==> config.mk <==
export PLATFORM = sky130hd
export DESIGN_NAME = sensor_frame_crc_convert_core
export DESIGN_NICKNAME = d
export VERILOG_FILES = /design/src/hw/rtl/sfcc_pkg.sv /design/src/hw/rtl/sfcc_fifo.sv /design/src/hw/rtl/sfcc_front.sv /design/src/hw/rtl/sfcc_back.sv /design/src/hw/rtl/sensor_frame_crc_convert_core.sv
export SDC_FILE = /design/constraint.sdc
export NUM_CORES = 1
export LEC_CHECK = 0
export ABC_CLOCK_PERIOD_IN_PS = 18600
export CORE_UTILIZATION = 25
export DETAILED_ROUTE_END_ITERATION = 8
export DONT_BUFFER_PORTS = 1
export PLACE_DENSITY_LB_ADDON = 0.25
export SYNTH_ARGS = -nofsm -noshare
export SYNTH_HDL_FRONTEND = slang
export SYNTH_SLANG_ARGS = --single-unit
export TNS_END_PERCENT = 5
==> constraint.sdc <==
create_clock -name clk_i -period 18.6 [get_ports clk_i]
set_clock_uncertainty 0.2 [all_clocks]
set_input_delay 3.72 -clock clk_i [delete_from_list [all_inputs] [get_ports clk_i]]
set_output_delay 3.72 -clock clk_i [all_outputs]
set_load 0.005 [all_outputs]
==> src/hw/rtl/sfcc_pkg.sv <==
`timescale 1ns / 1ps

package sfcc_pkg;

  // CRC-8, polynomial x^8+x^5+x^4+1, no reflection, no final xor
  localparam logic [7:0] CRC_POLY = 8'h31;
  localparam logic [7:0] CRC_INIT = 8'hFF;

  // Conversion constants, hundredths of a unit
  localparam int unsigned TEMP_SCALE  = 17500;
  localparam int unsigned TEMP_OFFSET = 4500;
  localparam int unsigned HUM_SCALE   = 10000;

  // Default queue depths
  localparam int unsigned MID_DEPTH_DEF = 2;
  localparam int unsigned OUT_DEPTH_DEF = 2;

  typedef enum logic [1:0] {
    STATUS_OK       = 2'd0,
    STATUS_TEMP_CRC = 2'd1,
    STATUS_HUM_CRC  = 2'd2
  } status_e;

  // One assembled frame, front to back
  typedef struct packed {
    logic [15:0] raw_t;
    logic [15:0] raw_h;
    status_e     status;
  } frame_t;

  // One finished result
  typedef struct packed {
    logic signed [14:0] temp_centi;
    logic [13:0]        hum_centi;
    logic [15:0]        raw_t;
    logic [15:0]        raw_h;
    status_e            status;
  } result_t;

  // One byte of CRC, MSB first
  function automatic logic [7:0] crc8_step(input logic [7:0] crc, input logic [7:0] data);
    logic [7:0] c;
    c = crc ^ data;
    for (int i = 0; i < 8; i++) begin
      if (c[7]) begin
        c = {c[6:0], 1'b0} ^ CRC_POLY;
      end else begin
        c = {c[6:0], 1'b0};
      end
    end
    return c;
  endfunction

endpackage

==> src/hw/rtl/sfcc_fifo.sv <==
`timescale 1ns / 1ps

module sfcc_fifo #(
  parameter int unsigned WIDTH = 8,
  parameter int unsigned DEPTH = 2
) (
  input  logic             clk_i,
  input  logic             rst_ni,
  input  logic             push_i,
  input  logic [WIDTH-1:0] data_i,
  output logic             full_o,
  input  logic             pop_i,
  output logic [WIDTH-1:0] data_o,
  output logic             empty_o
);

  localparam int unsigned PTR_W = (DEPTH > 1) ? $clog2(DEPTH) : 1;
  localparam int unsigned CNT_W = $clog2(DEPTH + 1);

  logic [WIDTH-1:0] mem_q [DEPTH];
  logic [PTR_W-1:0] wr_q, wr_d, rd_q, rd_d;
  logic [CNT_W-1:0] cnt_q, cnt_d;
  logic             do_push, do_pop;

  assign full_o  = (cnt_q == CNT_W'(DEPTH));
  assign empty_o = (cnt_q == '0);
  assign do_push = push_i && !full_o;
  assign do_pop  = pop_i && !empty_o;
  assign data_o  = mem_q[rd_q];

  always_comb begin
    wr_d  = wr_q;
    rd_d  = rd_q;
    cnt_d = cnt_q;
    if (do_push) begin
      wr_d = (wr_q == PTR_W'(DEPTH - 1)) ? '0 : wr_q + 1'b1;
    end
    if (do_pop) begin
      rd_d = (rd_q == PTR_W'(DEPTH - 1)) ? '0 : rd_q + 1'b1;
    end
    if (do_push && !do_pop) begin
      cnt_d = cnt_q + 1'b1;
    end else if (do_pop && !do_push) begin
      cnt_d = cnt_q - 1'b1;
    end
  end

  always_ff @(posedge clk_i or negedge rst_ni) begin
    if (!rst_ni) begin
      wr_q  <= '0;
      rd_q  <= '0;
      cnt_q <= '0;
    end else begin
      wr_q  <= wr_d;
      rd_q  <= rd_d;
      cnt_q <= cnt_d;
    end
  end

  always_ff @(posedge clk_i) begin
    if (do_push) begin
      mem_q[wr_q] <= data_i;
    end
  end

  a_cnt_bound: assert property (@(posedge clk_i) disable iff (!rst_ni)
    cnt_q <= CNT_W'(DEPTH))
    else $error("fifo count beyond depth");

endmodule

==> src/hw/rtl/sfcc_front.sv <==
`timescale 1ns / 1ps

// Byte framing and CRC check; emits one frame record per sixth byte.
module sfcc_front (
  input  logic            clk_i,
  input  logic            rst_ni,
  input  logic            valid_i,
  input  logic [7:0]      rx_byte_i,
  input  logic            frame_start_i,
  output logic            push_o,
  output sfcc_pkg::frame_t frame_o
);

  localparam logic [2:0] POS_T_MSB = 3'd0;
  localparam logic [2:0] POS_T_LSB = 3'd1;
  localparam logic [2:0] POS_T_CRC = 3'd2;
  localparam logic [2:0] POS_H_MSB = 3'd3;
  localparam logic [2:0] POS_H_LSB = 3'd4;
  localparam logic [2:0] POS_H_CRC = 3'd5;

  logic [2:0]  pos_q, pos_d, pos_eff;
  logic [7:0]  crc_q, crc_d, crc_next;
  logic [15:0] tword_q, tword_d, hword_q, hword_d;
  logic        tbad_q, tbad_d;

  assign pos_eff  = (frame_start_i || pos_q > POS_H_CRC) ? POS_T_MSB : pos_q;
  assign crc_next = sfcc_pkg::crc8_step(crc_q, rx_byte_i);

  always_comb begin
    pos_d   = pos_q;
    crc_d   = crc_q;
    tword_d = tword_q;
    hword_d = hword_q;
    tbad_d  = tbad_q;
    push_o  = 1'b0;
    frame_o.raw_t  = tword_q;
    frame_o.raw_h  = hword_q;
    frame_o.status = sfcc_pkg::STATUS_OK;
    if (tbad_q) begin
      frame_o.status = sfcc_pkg::STATUS_TEMP_CRC;
    end else if (crc_q != rx_byte_i) begin
      frame_o.status = sfcc_pkg::STATUS_HUM_CRC;
    end
    if (valid_i) begin
      pos_d = pos_eff + 3'd1;
      case (pos_eff)
        POS_T_MSB: begin
          crc_d   = sfcc_pkg::crc8_step(sfcc_pkg::CRC_INIT, rx_byte_i);
          tword_d = {rx_byte_i, 8'h00};
        end
        POS_T_LSB: begin
          crc_d   = crc_next;
          tword_d = {tword_q[15:8], rx_byte_i};
        end
        POS_T_CRC: begin
          tbad_d = (crc_q != rx_byte_i);
          crc_d  = sfcc_pkg::CRC_INIT;
        end
        POS_H_MSB: begin
          crc_d   = sfcc_pkg::crc8_step(sfcc_pkg::CRC_INIT, rx_byte_i);
          hword_d = {rx_byte_i, 8'h00};
        end
        POS_H_LSB: begin
          crc_d   = crc_next;
          hword_d = {hword_q[15:8], rx_byte_i};
        end
        POS_H_CRC: begin
          crc_d  = sfcc_pkg::CRC_INIT;
          pos_d  = POS_T_MSB;
          push_o = 1'b1;
        end
        default: begin
          pos_d = POS_T_MSB;
        end
      endcase
    end
  end

  always_ff @(posedge clk_i or negedge rst_ni) begin
    if (!rst_ni) begin
      pos_q   <= POS_T_MSB;
      crc_q   <= sfcc_pkg::CRC_INIT;
      tword_q <= '0;
      hword_q <= '0;
      tbad_q  <= 1'b0;
    end else begin
      pos_q   <= pos_d;
      crc_q   <= crc_d;
      tword_q <= tword_d;
      hword_q <= hword_d;
      tbad_q  <= tbad_d;
    end
  end

  a_pos_range: assert property (@(posedge clk_i) disable iff (!rst_ni)
    pos_q <= POS_H_CRC)
    else $error("byte position out of range");

  a_wrap_after_frame: assert property (@(posedge clk_i) disable iff (!rst_ni)
    push_o |=> (pos_q == POS_T_MSB) && (crc_q == sfcc_pkg::CRC_INIT))
    else $error("position or crc not restarted after frame");

endmodule

==> src/hw/rtl/sfcc_back.sv <==
`timescale 1ns / 1ps

// Fixed-point conversion: multiply stage, then divide-by-65535 and offset stage.
module sfcc_back (
  input  logic              clk_i,
  input  logic              rst_ni,
  input  logic              empty_i,
  input  sfcc_pkg::frame_t  frame_i,
  output logic              pop_o,
  input  logic              full_i,
  output logic              push_o,
  output sfcc_pkg::result_t result_o
);

  // floor(x / 65535) for x < 2^31: (x + (x >> 16) + 1) >> 16
  function automatic logic [15:0] div65535(input logic [30:0] x);
    logic [32:0] s;
    s = 33'(x) + 33'(x[30:16]) + 33'd1;
    return s[31:16];
  endfunction

  logic             en;
  logic             s1_v_q, s2_v_q;
  sfcc_pkg::frame_t s1_q;
  logic [30:0]      prod_t_q;
  logic [29:0]      prod_h_q;
  sfcc_pkg::result_t s2_q, s2_d;
  logic [15:0]      q_t, q_h;
  logic signed [15:0] t_wide;

  assign en     = !s2_v_q || !full_i;
  assign pop_o  = !empty_i && en;
  assign push_o = s2_v_q;
  assign result_o = s2_q;

  assign q_t    = div65535(prod_t_q);
  assign q_h    = div65535({1'b0, prod_h_q});
  assign t_wide = $signed(q_t) - 16'(sfcc_pkg::TEMP_OFFSET);

  always_comb begin
    s2_d.raw_t      = s1_q.raw_t;
    s2_d.raw_h      = s1_q.raw_h;
    s2_d.status     = s1_q.status;
    s2_d.temp_centi = '0;
    s2_d.hum_centi  = '0;
    if (s1_q.status == sfcc_pkg::STATUS_OK) begin
      s2_d.temp_centi = t_wide[14:0];
      s2_d.hum_centi  = q_h[13:0];
    end
  end

  always_ff @(posedge clk_i or negedge rst_ni) begin
    if (!rst_ni) begin
      s1_v_q <= 1'b0;
      s2_v_q <= 1'b0;
    end else if (en) begin
      s1_v_q <= pop_o;
      s2_v_q <= s1_v_q;
    end
  end

  always_ff @(posedge clk_i) begin
    if (en) begin
      s1_q     <= frame_i;
      prod_t_q <= 31'(frame_i.raw_t) * 31'(sfcc_pkg::TEMP_SCALE);
      prod_h_q <= 30'(frame_i.raw_h) * 30'(sfcc_pkg::HUM_SCALE);
      s2_q     <= s2_d;
    end
  end

  a_stall_hold: assert property (@(posedge clk_i) disable iff (!rst_ni)
    (s2_v_q && full_i) |=> s2_v_q && $stable(s2_q))
    else $error("result lost while output queue full");

  a_error_zero: assert property (@(posedge clk_i) disable iff (!rst_ni)
    (s2_v_q && s2_q.status != sfcc_pkg::STATUS_OK) |->
      (s2_q.temp_centi == '0) && (s2_q.hum_centi == '0))
    else $error("converted value not zero on crc error");

  a_no_status3: assert property (@(posedge clk_i) disable iff (!rst_ni)
    s2_v_q |-> (s2_q.status == sfcc_pkg::STATUS_OK ||
                s2_q.status == sfcc_pkg::STATUS_TEMP_CRC ||
                s2_q.status == sfcc_pkg::STATUS_HUM_CRC))
    else $error("invalid status code");

endmodule

==> src/hw/rtl/sensor_frame_crc_convert_core.sv <==
`timescale 1ns / 1ps
// A frame goes through the frame queue, the multiply and divide stages, and the output queue.
// Input: one byte per cycle while the frame queue has room; one result per six bytes.
// Behind a queue, conversion (multiply, divide by 65535) takes one frame per cycle unless stalled.
// Reset (rst_ni, async, active low) restarts framing at byte 0, CRC at 0xFF, empties both queues.
// A full output queue stalls the converter; the input stalls only once the frame queue fills.

module sensor_frame_crc_convert_core #(
  parameter int unsigned MID_DEPTH = sfcc_pkg::MID_DEPTH_DEF,
  parameter int unsigned OUT_DEPTH = sfcc_pkg::OUT_DEPTH_DEF
) (
  input  logic               clk_i,
  input  logic               rst_ni,
  // input byte channel
  input  logic               push,
  output logic               full,
  input  logic [7:0]         rx_byte_i,
  input  logic               frame_start_i,
  // result channel
  output logic               empty,
  input  logic               pop,
  output logic signed [14:0] temperature_centi_o,
  output logic [13:0]        humidity_centi_o,
  output logic [15:0]        raw_temperature_o,
  output logic [15:0]        raw_humidity_o,
  output logic [1:0]         status_o
);

  localparam int unsigned FRAME_W  = $bits(sfcc_pkg::frame_t);
  localparam int unsigned RESULT_W = $bits(sfcc_pkg::result_t);

  logic              byte_xfer;
  logic              fr_push, mid_full, mid_empty, mid_pop;
  sfcc_pkg::frame_t  fr_front, fr_mid;
  logic [FRAME_W-1:0] fr_mid_bits;
  logic              res_push, out_full;
  sfcc_pkg::result_t res_back, res_out;
  logic [RESULT_W-1:0] res_out_bits;

  // A byte transfers whenever the frame queue has room; only the
  // sixth byte of a frame ever writes into it.
  assign full      = mid_full;
  assign byte_xfer = push && !mid_full;

  // Front: position counter, word assembly, CRC check.
  sfcc_front u_front (
    .clk_i         (clk_i),
    .rst_ni        (rst_ni),
    .valid_i       (byte_xfer),
    .rx_byte_i     (rx_byte_i),
    .frame_start_i (frame_start_i),
    .push_o        (fr_push),
    .frame_o       (fr_front)
  );

  // Decoupling queue between framing and conversion.
  sfcc_fifo #(
    .WIDTH (FRAME_W),
    .DEPTH (MID_DEPTH)
  ) u_mid_q (
    .clk_i   (clk_i),
    .rst_ni  (rst_ni),
    .push_i  (fr_push),
    .data_i  (fr_front),
    .full_o  (mid_full),
    .pop_i   (mid_pop),
    .data_o  (fr_mid_bits),
    .empty_o (mid_empty)
  );

  assign fr_mid = sfcc_pkg::frame_t'(fr_mid_bits);

  // Back: two-stage converter with stall from the output queue.
  sfcc_back u_back (
    .clk_i    (clk_i),
    .rst_ni   (rst_ni),
    .empty_i  (mid_empty),
    .frame_i  (fr_mid),
    .pop_o    (mid_pop),
    .full_i   (out_full),
    .push_o   (res_push),
    .result_o (res_back)
  );

  // Output queue; its head drives the result ports.
  sfcc_fifo #(
    .WIDTH (RESULT_W),
    .DEPTH (OUT_DEPTH)
  ) u_out_q (
    .clk_i   (clk_i),
    .rst_ni  (rst_ni),
    .push_i  (res_push),
    .data_i  (res_back),
    .full_o  (out_full),
    .pop_i   (pop),
    .data_o  (res_out_bits),
    .empty_o (empty)
  );

  assign res_out             = sfcc_pkg::result_t'(res_out_bits);
  assign temperature_centi_o = res_out.temp_centi;
  assign humidity_centi_o    = res_out.hum_centi;
  assign raw_temperature_o   = res_out.raw_t;
  assign raw_humidity_o      = res_out.raw_h;
  assign status_o            = res_out.status;

endmodule
Word-level counts from Yosys, hierarchy flattened
Memory sizes are Yosys's and may differ from the RTL's.
Cells that the tools add are included.
W data, S select, Z words.
{ "totals": {"regBits": 206, "in_bits": 13, "output_inout_bits": 65, "elab_cells": 190, "mem_count": 2, "ram_bits": 194} }
{ "mem_list": {"columns": ["name", "depth", "word_bits", "read_ports", "rd_clocked_by_memory_dff", "wr", "line_no", "text"], "rows": [
  ["u_out_q.mem_q", 2, 63, 1, 0, 1, "sfcc_fifo.sv:20", "logic [WIDTH-1:0] mem_q [DEPTH];"],
  ["u_mid_q.mem_q", 2, 34, 1, 0, 1, "sfcc_fifo.sv:20", null]
]} }
{ "classes": {"eq_ne": 8, "mux": 72, "n_reduce_logical": 39, "addsub": 14, "order_cmp": 1, "multipliers": 2, "bitwise_logic": 27} }
{ "ops": {"columns": ["cell", "n"], "rows": [
  ["$mux W8", 28],
  ["$mux W6", 23],
  ["$not A3 Y3", 23],
  ["$pmux W16 S2", 2],
  ["$pmux W8 S4", 1],
  ["$add A31 B1 Y31 const B", 1],
  ["$add A31 B15 Y31", 1],
  ["$add A30 B1 Y30 const B", 1],
  ["$add A30 B14 Y30", 1],
  ["$mul A16 B13 Y29 const B", 1],
  ["$mul A16 B10 Y26 const B", 1],
  ["$sub A15 B13 Y15 const B", 1],
  ["$mux W2", 6],
  ["$logic_and A1 B1 Y1", 10],
  ["$mux W1", 10],
  ["$logic_not A1 Y1", 9],
  ["$ne A8 B8 Y1", 1],
  ["$not A8 Y8", 1],
  ["$reduce_and A2 Y1", 4],
  ["$reduce_bool A2 Y1", 4],
  ["$xor A8 B8 Y8", 1],
  ["$eq A3 B2 Y1 const B", 2],
  ["$eq A3 B3 Y1 const B", 2],
  ["$logic_not A2 Y1", 3],
  ["other kinds (15)", 26]
]} }

Depth between registers and ports, before layout
{ "depth": {"word_depth": 33, "mapped_depth": 22, "mapped_depth_nobuf": 20} }

Cells and area by module
Synthesis repeated with hierarchy kept, for this count alone.
{ "hier_totals": {"cells_unflattened": 1587, "area_unflattened_um2": 21984.8} }
{ "modules_own_cells": {"columns": ["mod", "cells_per_inst", "area_per_inst_um2", "seq_area_each_um2", "n_inst"], "rows": [
  ["sfcc_back", 1026, 11647.4, 4464.3, 1],
  ["sfcc_fifo at u_out_q", 215, 5042.3, 3883.7, 1],
  ["sfcc_fifo at u_mid_q", 125, 2801.4, 2142.1, 1],
  ["sfcc_front", 220, 2479.9, 1111.1, 1],
  ["sensor_frame_crc_convert_core", 1, 13.8, 0.0, 1]
]} }

Worst setup path before layout
No wires, ideal clock.
{ "synth_timing": {"path_kind": "input -> register", "start": "input frame_start_i", "end": "memory u_mid_q.mem_q[0][0] in the netlist's numbering, enable pin", "setup_time_ps": 467, "setup_slack_ps": 11043, "arrival_time_ps": 6889, "stages": 5, "t_required_ps": 17933, "path_buffers": 0, "cell_sequence": "nor2b_1 > a21boi_0 > ha_1 > nand2_1 > nor3_1"} }
{ "synth_via": {"elab_chain_len": 8} }
{ "synth_lines": {"columns": ["item", "line_no", "text"], "rows": [
  ["start: declaration", "sensor_frame_crc_convert_core.sv:18", "input logic frame_start_i,"],
  ["$logic_or A1 B1 Y1", "sfcc_front.sv:26", "assign pos_eff = (frame_start_i || pos_q > POS_H_CRC) ? POS_T_MSB : pos_q;"],
  ["$mux W3", "sfcc_front.sv:26", null],
  ["$eq A3 B3 Y1", "sfcc_front.sv:46", "case (pos_eff)"],
  ["$mux W1", "sfcc_front.sv:46", null],
  ["$mux W1", "sfcc_front.sv:44", "if (valid_i) begin"],
  ["$logic_and A1 B1 Y1", "sfcc_fifo.sv:27", "assign do_push = push_i && !full_o;"],
  ["$mux W1", "sfcc_fifo.sv:61", "if (do_push) begin"],
  ["$mux W1 (implied by the code)", "sfcc_fifo.sv:62", "mem_q[wr_q] <= data_i;"],
  ["end: declaration", "sfcc_fifo.sv:20", null]
]} }
No other way between the ends.

Worst setup path in the final report
{ "layout_timing": {"start": "register u_out_q.rd_q", "end": "output temperature_centi_o[6]"} }
{ "layout_via": {"elab_chain_len": 1} }
{ "layout_lines": {"columns": ["item", "line_no", "text"], "rows": [
  ["start: declaration", "sfcc_fifo.sv:21", "logic [PTR_W-1:0] wr_q, wr_d, rd_q, rd_d;"],
  ["start signal: assignment", "sfcc_fifo.sv:55", "rd_q <= rd_d;"],
  ["$mem_v2 Z2 W63", null, null],
  ["end: declaration", "sensor_frame_crc_convert_core.sv:22", "output logic signed [14:0] temperature_centi_o,"]
]} }
No other way between the ends.

==> metrics.csv <==
stage;metric;value;unit
global_routing;grt.overflow.total;0;
cts;cts_sinks;395;
cts;clockRootBuffer;clkbuf_16;
cells_and_area;nNetsFinal;1850;
worst_setup_path;critPathKind;register to output port;
cts;cts_tree;built;
cells_and_area;fill_cells;8417;
sta;period_share;33.8;%
yosys;yosys.area.top_type_share;48.6;%
sta;setup_ws;12.31;ns
placement;place_ws;12.28;ns
yosys;synthXorXnorAreaFrac;4.04;%
flow_run;max-cap-violations;0;
yosys;synthAdderAreaFrac;19.4;%
drt;num_vias;11300;
sta;worst_pin_slew;0.965;ns
worst_setup_path;cp.arrival;2.37;ns
yosys;syn_area_per_cell;13.8;um2
drt;drt_iter0_drc;578;
cells_and_area;seqCellArea;11600;um2
drt;routedWlPerCell;16.1;um
sta;post-route-min-period;6.29;ns
yosys;yosysTopAreaCell;edfxtp_1;
floorplanning;row_count;106;
yosys;synth_edf_count;341;
cells_and_area;multi_input_area;8600;um2
yosys;synthSimpleGateAreaFrac;5.11;%
sta;max_freq;159;MHz
floorplanning;die_area;85400;um2
yosys;yosys_warnings;0;
drt;drc;0;
yosys;async_reset_ff_share;13.7;%
cells_and_area;drive_gt1_share;12.4;%
yosys;synthMuxAreaShare;6.03;%
hold_path;min_path_type;register to register;
floorplanning;die_w;292;um
sta;hold_viol;0;
floorplanning;fp.coreArea;83600;um2
sta;holdWs;0.214;ns
cts;ctsLongestPathBuffers;3;
global_routing;grt_pass1_wl;67800;um
global_routing;grt_max_degree;150;
drt;wl;43000;um
run_status;status;complete, no violations;
floorplanning;io_pins;78;
worst_setup_path;crit_fanout;47;
placement;post-dp-hpwl;31200;um
yosys;synth_top_family_by_area;adder cells;
worst_setup_path;r2r_slack;12.34;ns
drt;top_layer;met5;
placement;io_buffers;0;
sta;grt_setup_unrepaired;no;
drt;route.met3.wl;1920;um
yosys;ys_seq_area_share;55.1;%
floorplanning;start_util;25.2;%
cells_and_area;antenna_cells;0;
worst_setup_path;crit_required;14.68;ns
floorplanning;dieHeight;292;um
drt;drt_first_pass_iters;5;
yosys;syn_nets;1818;
global_routing;grt_pass1_vias;11800;
yosys;synth_cells;1526;
drt;dr_wl_met2;18900;um
yosys;synth_compound_gate_area_share;6.17;%
cts;cts.clk_slew.worst_paths;0.06;ns
placement;gp_congestion;0.804;
cts;cts_buffers;46;
drt;avgViaCountPerCell;4.22;
worst_setup_path;start_kind;register;
yosys;synthTopCellsByArea;edfxtp_1 49%, ha_1 12%, fa_1 7.6%, dfrtp_1 5.5%, mux2_2 5.0%;
cells_and_area;area_growth;14.1;%
cts;htree_levels;2;
yosys;ys_ff_latch;395;
cts;cts.repair.resized;0;
drt;ant_nets;0;
sta;slew_viol_final;0;
yosys;synth_cell_types;64;
cts;clk_latency;0.57;ns
yosys;synthFlopType;edfxtp_1;
cts;cts_hold_buffers;0;
cts;post_cts_buffers;0;
worst_setup_path;end_kind;output port;
global_routing;grtUsageTotal;10.2;%
drt;wl_met1;21000;um
yosys;syn_area;21100;um2
sta;timing.slew.headroom;35.1;%
sta;setup_viol;0;
sta;fin_setup_tns;0;ns
global_routing;antenna_found_initial;2;
registers in the layout, summed over array words and instances, names as in the netlist:
signal	cells
u_back.result_o	63
u_out_q.cnt_q	2
u_back.push_o	1
u_back.s1_v_q	1
u_mid_q.wr_q	1
u_front.crc_q	8
u_back.s1_q	34
u_back.prod_h_q	22
u_back.prod_t_q	28
u_mid_q.mem_q	68
u_front.tword_q	16
u_front.hword_q	16
u_out_q.wr_q	1
u_out_q.rd_q	1
u_front.tbad_q	1
u_mid_q.cnt_q	2
u_mid_q.rd_q	1
u_front.pos_q	3
u_out_q.mem_q	126
worst max-delay path, cell delays in order, from the launching register on:
cell and delay, ns:
dfrtp_2 0.67, buf_4 0.61, mux2_2 0.45
layer usage:
metal  up-vias  GRT usage (%)
li1       5512              -
met1      5520           14.1
met2       175           15.8
met3        65           2.12
met4         2           3.21
met5         -              0
synthesized netlist by cell type (all sizes together), types with 9 or more instances:
cell / instances
a22o: 16
and3: 9
and2: 9
mux2i: 21
mux2: 94
o21ai: 44
dfrtp: 46
nand3: 12
nand2: 40
xor2: 44
xnor2: 53
edfxtp: 341
ha: 199
fa: 80
a21oi: 52
inv: 208
or3: 13
nor2b: 10
nand2b: 11
clkbuf: 23
a21o: 20
nor3: 20
nor2: 64
path summary, 6_finish.rpt:
| path | startpoint | endpoint | depth (start not counted) |
|---|---|---|---|
| worst max register to register | u_mid_q.rd_q | u_back.prod_t_q[30] | 17 |
| worst max-delay path | u_out_q.rd_q | temperature_centi_o[6] | 2 |
| max in group asynchronous | rst_ni | u_front.crc_q[2] | 0 |
| worst min-delay path | u_back.s1_q[30] | u_back.result_o[30] | 0 |
| min in group asynchronous | rst_ni | u_front.pos_q[0] | 0 |
| worst min register to register | u_back.s1_q[30] | u_back.result_o[30] | 0 |
kinds of logic (layout without fill, tap and decap cells):
family | after synthesis | after routing
AND/OR/NAND/NOR | 217 | 217
adder cells (fa/ha/maj) | 279 | 279
XOR/XNOR | 97 | 97
AO/OA/AOI/OAI | 192 | 192
buffers and inverters | 231 | 299
multiplexers | 115 | 115
flip-flops | 395 | 395
cell type report:
cell class,count,area share (%)
sequential,395,48.3
multi-input combinational,900,35.8
tap,1080,5.62
clock buffer,59,5.21
inverter,208,3.25
clock inverter,25,1.59
timing repair buffer,7,0.271
cell usage in the layout (no fill, tap or decap), types with 8 or more instances in the layout:
master,Yosys,layout
mux2_2,94,94
clkbuf_16,0,47
nand3_1,12,12
dfrtp_1,46,45
and2_1,9,9
a21o_1,20,20
bufinv_16,0,9
mux2i_1,21,21
nand4_1,8,8
nand2b_1,11,11
a22o_1,16,16
and3_1,9,8
inv_1,208,208
xor2_1,44,44
a21oi_1,51,51
dfstp_2,8,8
edfxtp_1,341,341
xnor2_1,53,53
nand2_1,40,40
nor2b_1,10,10
clkinv_1,0,8
or3_1,13,13
o21ai_0,42,42
clkbuf_1,22,9
nor3_1,20,19
fa_1,80,80
nor2_1,64,63
ha_1,199,199
metrics by stage:
| stage | cells | util, % | area [um2] |
|---|---|---|---|
| detailed placement | 2590 | 26.8 | 22400 |
| global placement | 2590 | 26.8 | 22400 |
| global route | 2674 | 28.8 | 24000 |
| CTS | 2674 | 28.8 | 24000 |
| finish | 2674 | 28.8 | 24000 |
| floorplan | 1526 | - | 21100 |
Power is not shown: default switching activity piles up to over one toggle a cycle in this logic, so the estimate is an artifact.
